==> src/hw/rtl/sweeping_tap_pitch_delay_macros.svh <==
// Assertion helpers used by stpd_sweep.
`ifndef SWEEPING_TAP_PITCH_DELAY_MACROS_SVH
`define SWEEPING_TAP_PITCH_DELAY_MACROS_SVH

`ifndef ASSERT_OFF
// Checked on every rising clock edge while out of reset.
`define STPD_ASSERT(lbl, prop, msg) \
  lbl: assert property (@(posedge clk_i) disable iff (!rst_ni) (prop)) else $error(msg);
// Implication checked on every rising clock edge while out of reset.
`define STPD_ASSERT_IMPL(lbl, pre, post, msg) \
  lbl: assert property (@(posedge clk_i) disable iff (!rst_ni) (pre) |=> (post)) \
    else $error(msg);
`else
`define STPD_ASSERT(lbl, prop, msg)
`define STPD_ASSERT_IMPL(lbl, pre, post, msg)
`endif

`endif

==> src/hw/rtl/stpd_pkg.sv <==
package stpd_pkg;

  typedef logic [15:0] sample_t;
  typedef logic [7:0]  pwm_byte_t;

  localparam sample_t     SIGN_FLIP   = 16'h8000;
  localparam pwm_byte_t   PWM_FLIP    = 8'h80;
  localparam int unsigned TURN_MARGIN = 4;
  localparam int unsigned FALL_STEP   = 2;

endpackage

==> src/hw/rtl/stpd_sweep.sv <==
`include "sweeping_tap_pitch_delay_macros.svh"

// Write pointer, sweeping tap offset and fill tracking.
module stpd_sweep #(
  parameter int RING_DEPTH = 512,
  parameter int AW         = 9
) (
  input  logic          clk_i,
  input  logic          rst_ni,
  input  logic          adv_i,
  output logic [AW-1:0] wr_addr_o,
  output logic [AW-1:0] rd_addr_o,
  output logic          rd_hit_o
);
  import stpd_pkg::*;

  localparam logic [AW:0]   DEPTH   = (AW+1)'(RING_DEPTH);
  localparam logic [AW-1:0] LAST    = AW'(RING_DEPTH - 1);
  localparam logic [AW-1:0] OFF_TOP = AW'(RING_DEPTH - TURN_MARGIN);
  localparam logic [AW-1:0] OFF_BOT = AW'(TURN_MARGIN);
  localparam logic [AW-1:0] FALL    = AW'(FALL_STEP);

  logic [AW-1:0] wp_q, wp_d;
  logic [AW-1:0] off_q, off_d;
  logic          rising_q, rising_d;
  logic          full_q, full_d;
  logic [AW:0]   tap_sum;
  logic [AW:0]   tap_wrap;

  always_comb begin
    wp_d   = (wp_q == LAST) ? '0 : wp_q + 1'b1;
    full_d = full_q | (wp_q == LAST);
  end

  // tap = (new write position + offset) mod depth
  always_comb begin
    tap_sum  = {1'b0, wp_d} + {1'b0, off_q};
    tap_wrap = (tap_sum >= DEPTH) ? tap_sum - DEPTH : tap_sum;
  end

  assign wr_addr_o = wp_q;
  assign rd_addr_o = tap_wrap[AW-1:0];
  // entries are filled in address order until the first wrap
  assign rd_hit_o  = full_d | (tap_wrap[AW-1:0] < wp_d);

  always_comb begin
    rising_d = rising_q;
    off_d    = off_q;
    if (rising_q) begin
      if (off_q >= OFF_TOP) begin
        rising_d = 1'b0;
        off_d    = off_q - 1'b1;
      end else begin
        off_d = off_q + 1'b1;
      end
    end else begin
      if (off_q <= OFF_BOT) begin
        rising_d = 1'b1;
        off_d    = (off_q != '0) ? off_q - 1'b1 : '0;
      end else begin
        off_d = off_q - FALL;
      end
    end
  end

  always_ff @(posedge clk_i or negedge rst_ni) begin
    if (!rst_ni) begin
      wp_q     <= '0;
      off_q    <= '0;
      rising_q <= 1'b0;
      full_q   <= 1'b0;
    end else if (adv_i) begin
      wp_q     <= wp_d;
      off_q    <= off_d;
      rising_q <= rising_d;
      full_q   <= full_d;
    end
  end

  `STPD_ASSERT(a_off_range, off_q <= OFF_TOP, "tap offset above upper turn")
  `STPD_ASSERT(a_no_clash, !adv_i || (rd_addr_o != wr_addr_o), "tap read hits write slot")
  `STPD_ASSERT_IMPL(a_hold, !adv_i, $stable(wp_q) && $stable(off_q), "state moved without transfer")
  `STPD_ASSERT_IMPL(a_full_sticky, full_q, full_q, "fill flag dropped")

endmodule

==> config.mk <==
export PLATFORM = sky130hd
export DESIGN_NAME = stpd_sweep
export DESIGN_NICKNAME = d
export VERILOG_FILES = /design/src/hw/rtl/stpd_pkg.sv /design/src/hw/rtl/stpd_sweep.sv
export VERILOG_INCLUDE_DIRS = /design/src /design/src/hw/rtl
export SDC_FILE = /design/constraint.sdc
export NUM_CORES = 1
export LEC_CHECK = 0
export ABC_AREA = 1
export CAP_MARGIN = 20
export CORE_ASPECT_RATIO = 1.4
export CORE_MARGIN = 2
export CORE_UTILIZATION = 40
export DETAILED_ROUTE_END_ITERATION = 10
export DONT_BUFFER_PORTS = 1
export GPL_TIMING_DRIVEN = 0
export MAX_ROUTING_LAYER = met4
export SLEW_MARGIN = 10
export SYNTH_ARGS = -nofsm -noshare
export SYNTH_HDL_FRONTEND = slang
export SYNTH_SLANG_ARGS = --single-unit
==> constraint.sdc <==
create_clock -name clk_i -period 7.43 [get_ports clk_i]
set_clock_uncertainty 0.15 [all_clocks]
set_input_delay 1.1145 -clock clk_i [delete_from_list [all_inputs] [get_ports clk_i]]
set_output_delay 1.1145 -clock clk_i [all_outputs]
set_load 0.03 [all_outputs]
Word-level counts from Yosys, hierarchy flattened
Index checks and enable logic that the tools add are counted.

Output and inout bits: 19. Bits in registers: 20.

Equal/unequal tests: 1. Multiplexer cells: 9. Add/sub/neg operators: 6. Bitwise operators: 2. Reductions and logical operators: 1. Magnitude comparators: 4.

Operators by type and width (number): 9-bit two-way mux (6); 9-bit by 1-bit adder with 9-bit output, second input constant (2); 9-bit by 1-bit subtractor with 9-bit output, second input constant (2); 9-bit by 9-bit adder with 10-bit output (1); 10-bit >= comparator, second input constant (1); 9-bit == test, second input constant (1); 9-bit >= comparator, second input constant (1); 9-bit by 3-bit <= comparator with 1-bit output, second input constant (1); 9-bit less-than comparator (1); 9-bit nonzero test (1); 9-bit by 2-bit subtractor with 9-bit output, second input constant (1); 1-bit two-way mux (3); 1-bit OR (2).

Longest topological paths before layout
Depth after elaboration: 7. Gate-level depth with buffers: 24. Gate-level depth less buffers: 24.

Worst setup path after synthesis
No wires, ideal clock.

Path kind: register to output. From: reg wp_q[0], in the netlist wr_addr_o[0]. To: out rd_hit_o. Data arrival time: 3865 ps. Cell stages (with the launch flop): 24. Path slack: 2301 ps. Buffers on the path: 0. Required time: 6165 ps. Cell sequence: dfrtp_1 ha_1 nand2_1 inv_1 nand3_1 nor2_1 nand2_1 nor2_1 ha_1 inv_1 nand3_1 inv_1 ha_1 nand3_1 nand3_1 nand2_1 nand2_1 a21oi_1 xnor2_1 ha_1 a21oi_1 o31a_1 nand3_1 nand3_1.

Word-level cells in the longest chain between the ends: 7.

Ends and longest elaborated chain: start: declaration (RTL line stpd_sweep.sv:23) `logic [AW-1:0] wp_q, wp_d;`; start signal: assignment (RTL line stpd_sweep.sv:73) `wp_q <= wp_d;`; 9-bit by 1-bit adder with 9-bit output / 9-bit == test (equally long branches) (RTL line stpd_sweep.sv:31) `wp_d = (wp_q == LAST) ? '0 : wp_q + 1'b1;`; 9-bit two-way mux * (RTL line stpd_sweep.sv:31); named net wp_d[3] (RTL line stpd_sweep.sv:23); 9-bit by 9-bit adder with 10-bit output * (RTL line stpd_sweep.sv:37) `tap_sum = {1'b0, wp_d} + {1'b0, off_q};`; 9-bit by 1-bit subtractor with 9-bit output / 10-bit >= comparator (equally long branches) (RTL line stpd_sweep.sv:38) `tap_wrap = (tap_sum >= DEPTH) ? tap_sum - DEPTH : tap_sum;`; 9-bit two-way mux * (RTL line stpd_sweep.sv:38); named net rd_addr_o[6] (RTL line stpd_sweep.sv:12) `output logic [AW-1:0] rd_addr_o,`; 9-bit less-than comparator * (RTL line stpd_sweep.sv:44) `assign rd_hit_o = full_d | (tap_wrap[AW-1:0] < wp_d);`; 1-bit OR * (RTL line stpd_sweep.sv:44); end: declaration (RTL line stpd_sweep.sv:13) `output logic rd_hit_o`.

The timed path passes the listed nets; every way through them passes the cells marked *.

Worst setup path after layout
Ends and elaborated chain as after synthesis.

==> impl_metrics.tcl <==
set metrics [dict create \
    crit_path_max_incr_delay_ns 0.60 \
    crit_cells 23 \
    cp-startpoint "wr_addr_o[0]$_DFFE_PN0P_" \
    crit_buf_inv 5 \
    ys_async_sr_fraction_pct 100 \
    status "complete, no violations" \
    cts_max_path_buffers 2 \
    r2r_slack_ns 4.98 \
    ys_seq_area_share_pct 22.4 \
    worstSetupPathType "register to output port" \
    synth_edf_count 0 \
    required_ns 6.17 \
    grt_pass1_vias 2178 \
    netlist.area_leader.share_pct 22.4 \
    grt_overflow 0 \
    pin_count 22 \
    ys_top_cells_by_area "dfrtp_1 (22%), nand2_1 (14%), ha_1 (13%), nand3_1 (7.9%), inv_1 (6.6%)" \
    relSlewSlack_pct 46.9 \
    crit_family "simple AND/OR/NAND/NOR gates" \
    finalHoldViolCount 0 \
    clock-sinks 20 \
    start_kind "register" \
    start_util_pct 41.0 \
    ys_top_cells_by_count "nand2_1 (83), inv_1 (39), nand3_1 (35), ha_1 (24), nor2_1 (22)" \
    num_antenna_cells 0 \
    htreeDepth 1 \
    via_per_inst 5.26 \
    reg2reg_from "wr_addr_o[0]$_DFFE_PN0P_" \
    worstMarginPinSlew_ns 0.790 \
    core_um2 5450 \
    postCtsSetupBuffers 0 \
    die_x_um 67.1 \
    cpMostUsedCell "nand3_1" \
    grt_use_total_pct 20.9 \
    ff2ff_path_depth 11 \
    clk_pin_slew_worst_paths_ns 0.08 \
    vias 2119 \
    cts_buffers 3 \
    port_buffers 0 \
    syn_to_final_growth_pct 6.28 \
    postCtsHoldBufs 0 \
    routabilityCongestion 0.893 \
    hp-class "register to register" \
    endpoint "rd_hit_o" \
    dpl.hpwl_um 4510 \
    synth_most_common_cell "nand2_1" \
    critPathArrivalTime_ns 4.88 \
    antenna_found_initial 0 \
    crit_chain "ha_1 -> nand2_1 -> inv_1 -> nand3_1 -> nor2_1 -> nand2_1 -> nor2_1 -> ha_1 -> inv_1 -> nand3_1 -> inv_1 -> ha_1 -> inv_1 -> o21ai_0 -> nand3_1 -> nand3_1 -> xor2_1 -> ha_1 -> inv_1 -> nor3_1 -> nand3b_1 -> nand3_1 -> nand3_1" \
    drtAntennaViolNets 0 \
    row_count 32 \
    path_max_fanout 7 \
    synth.net_count 359 \
    fin_crit_ns 6.15 \
    grt_pass1_wl_um 9700 \
    grt_max_degree 21 \
    clkLatencyLatePin_ns 0.26 \
    setup_violations 0 \
    drc 0 \
    drive_gt1_share_pct 10.1 \
    synth_area_um2 2230 \
    drtPass1Iterations 4 \
    yosysWarnings 0 \
    drt_iter0_markers 59 \
    synth_seq_cells 20 \
    slew_viol_final 0 \
    synth_cell_type_count 35 \
    synth_area_leader_cell "dfrtp_1" \
    syn_inst 331 \
    die_h_um 92.4 \
    cpMaxStageDelayCell "xor2_1" \
    cts_root_buf "clkbuf_8" \
    synth_top_flop_cell "dfrtp_1" \
    maxCapViolations 0 \
    nets 364 \
    timing.fmax_mhz 163 \
    rsz0062_at_grt "false" \
    fp.dieArea_um2 6200 \
    period_share_pct 82.7 \
    end_kind "output port" \
    post_cts_resized 0 \
    routed_wl_um 5760 \
    reg2reg_to "wr_addr_o[5]$_DFFE_PN0P_" \
    avgSynthCellArea_um2 6.74 \
    setup_tns_ns 0 \
    detail_route.wl_per_cell_um 14.3 \
    cts_tree "done" \
]
==> state kept, by name, summed over array words and instances, names as in the netlist <==
name / cells
off_q: 9
wr_addr_o: 9
full_q: 1
rising_q: 1
==> metal layers <==
metal | GRT usage [%] | up-vias | part of all wire (%)
li1 | - | 1086 | -
met4 | 8.33 | 0 | 2.5
met2 | 40.0 | 35 | 55
met5 | - | - | 0
met1 | 20.9 | 986 | 39
met3 | 1.58 | 12 | 3.1
==> layout by cell type, fill, tap and decap left out, drive strengths merged <==
| master | count |
|---|---|
| nor2 | 29 |
| nand3 | 36 |
| fa | 1 |
| clkbuf | 6 |
| nand4 | 6 |
| or2 | 1 |
| nand2 | 86 |
| clkinv | 1 |
| o21bai | 1 |
| o31a | 1 |
| dfrtp | 20 |
| o21ai | 28 |
| a21oi | 13 |
| o31ai | 1 |
| inv | 47 |
| nand3b | 2 |
| xnor2 | 3 |
| xor2 | 12 |
| nor3 | 8 |
| ha | 24 |
| o22ai | 2 |
| a41oi | 1 |
| buf | 6 |
==> per-stage QoR <==
step	setup WS (ns)	util [%]	hold WS, ns	cell area (um2)	instances
final	1.28	43.5	0.324	2370	403
after global routing	0.829	43.5	0.360	2370	403
after CTS	1.22	43.5	0.324	2370	403
after detailed placement	1.52	42.5	0.304	2320	399
after global placement	1.56	42.5	0.294	2320	399
after floorplan	2.30	-	0.278	2230	331
==> worst reg2reg max path, cell delays in order (launching register included) <==
cell and delay (ns):
dfrtp_1 0.59, ha_1 0.24, nand2_1 0.08, inv_1 0.11, nand3_1 0.13, nor2_1 0.12, nand2_1 0.08, nor2_1 0.12
ha_1 0.27, inv_1 0.16, nand3_1 0.17, o21ai_0 0.10
==> area by class of cell <==
type | instances | area [um2]
plain buffers | 8 | 65.1
well taps | 68 | 85.1
fillers | 595 | 3070
flip-flops and latches | 20 | 500
multi-input cells | 255 | 1490
inverters | 48 | 180
clock buffers | 4 | 55.1
==> how the worst min path moves through the flow <==
stage,cells past startpoint,start,slack (ns),end
floorplan,2,full_q$_DFFE_PN0P_,0.28,full_q$_DFFE_PN0P_
global placement,2,full_q$_DFFE_PN0P_,0.29,full_q$_DFFE_PN0P_
detailed placement,2,full_q$_DFFE_PN0P_,0.30,full_q$_DFFE_PN0P_
CTS,2,full_q$_DFFE_PN0P_,0.32,full_q$_DFFE_PN0P_
global route,0,rst_ni,0.36,wr_addr_o[0]$_DFFE_PN0P_
finish,2,full_q$_DFFE_PN0P_,0.32,full_q$_DFFE_PN0P_
==> kinds of logic (layout without fill, tap and decap cells) <==
logic type | Yosys count | after routing | synth area share (%)
DFF | 20 | 20 | 22.4
AOI/OAI and AO/OA | 47 | 47 | 11.4
and+or+nand+nor | 168 | 168 | 34.9
adders and majority gates | 25 | 25 | 14.4
buffers and inverters | 56 | 60 | 11.0
xor gates and xnor gates | 15 | 15 | 5.89
Power is not shown: default switching activity piles up to over one toggle a cycle in this logic, so the estimate is an artifact.
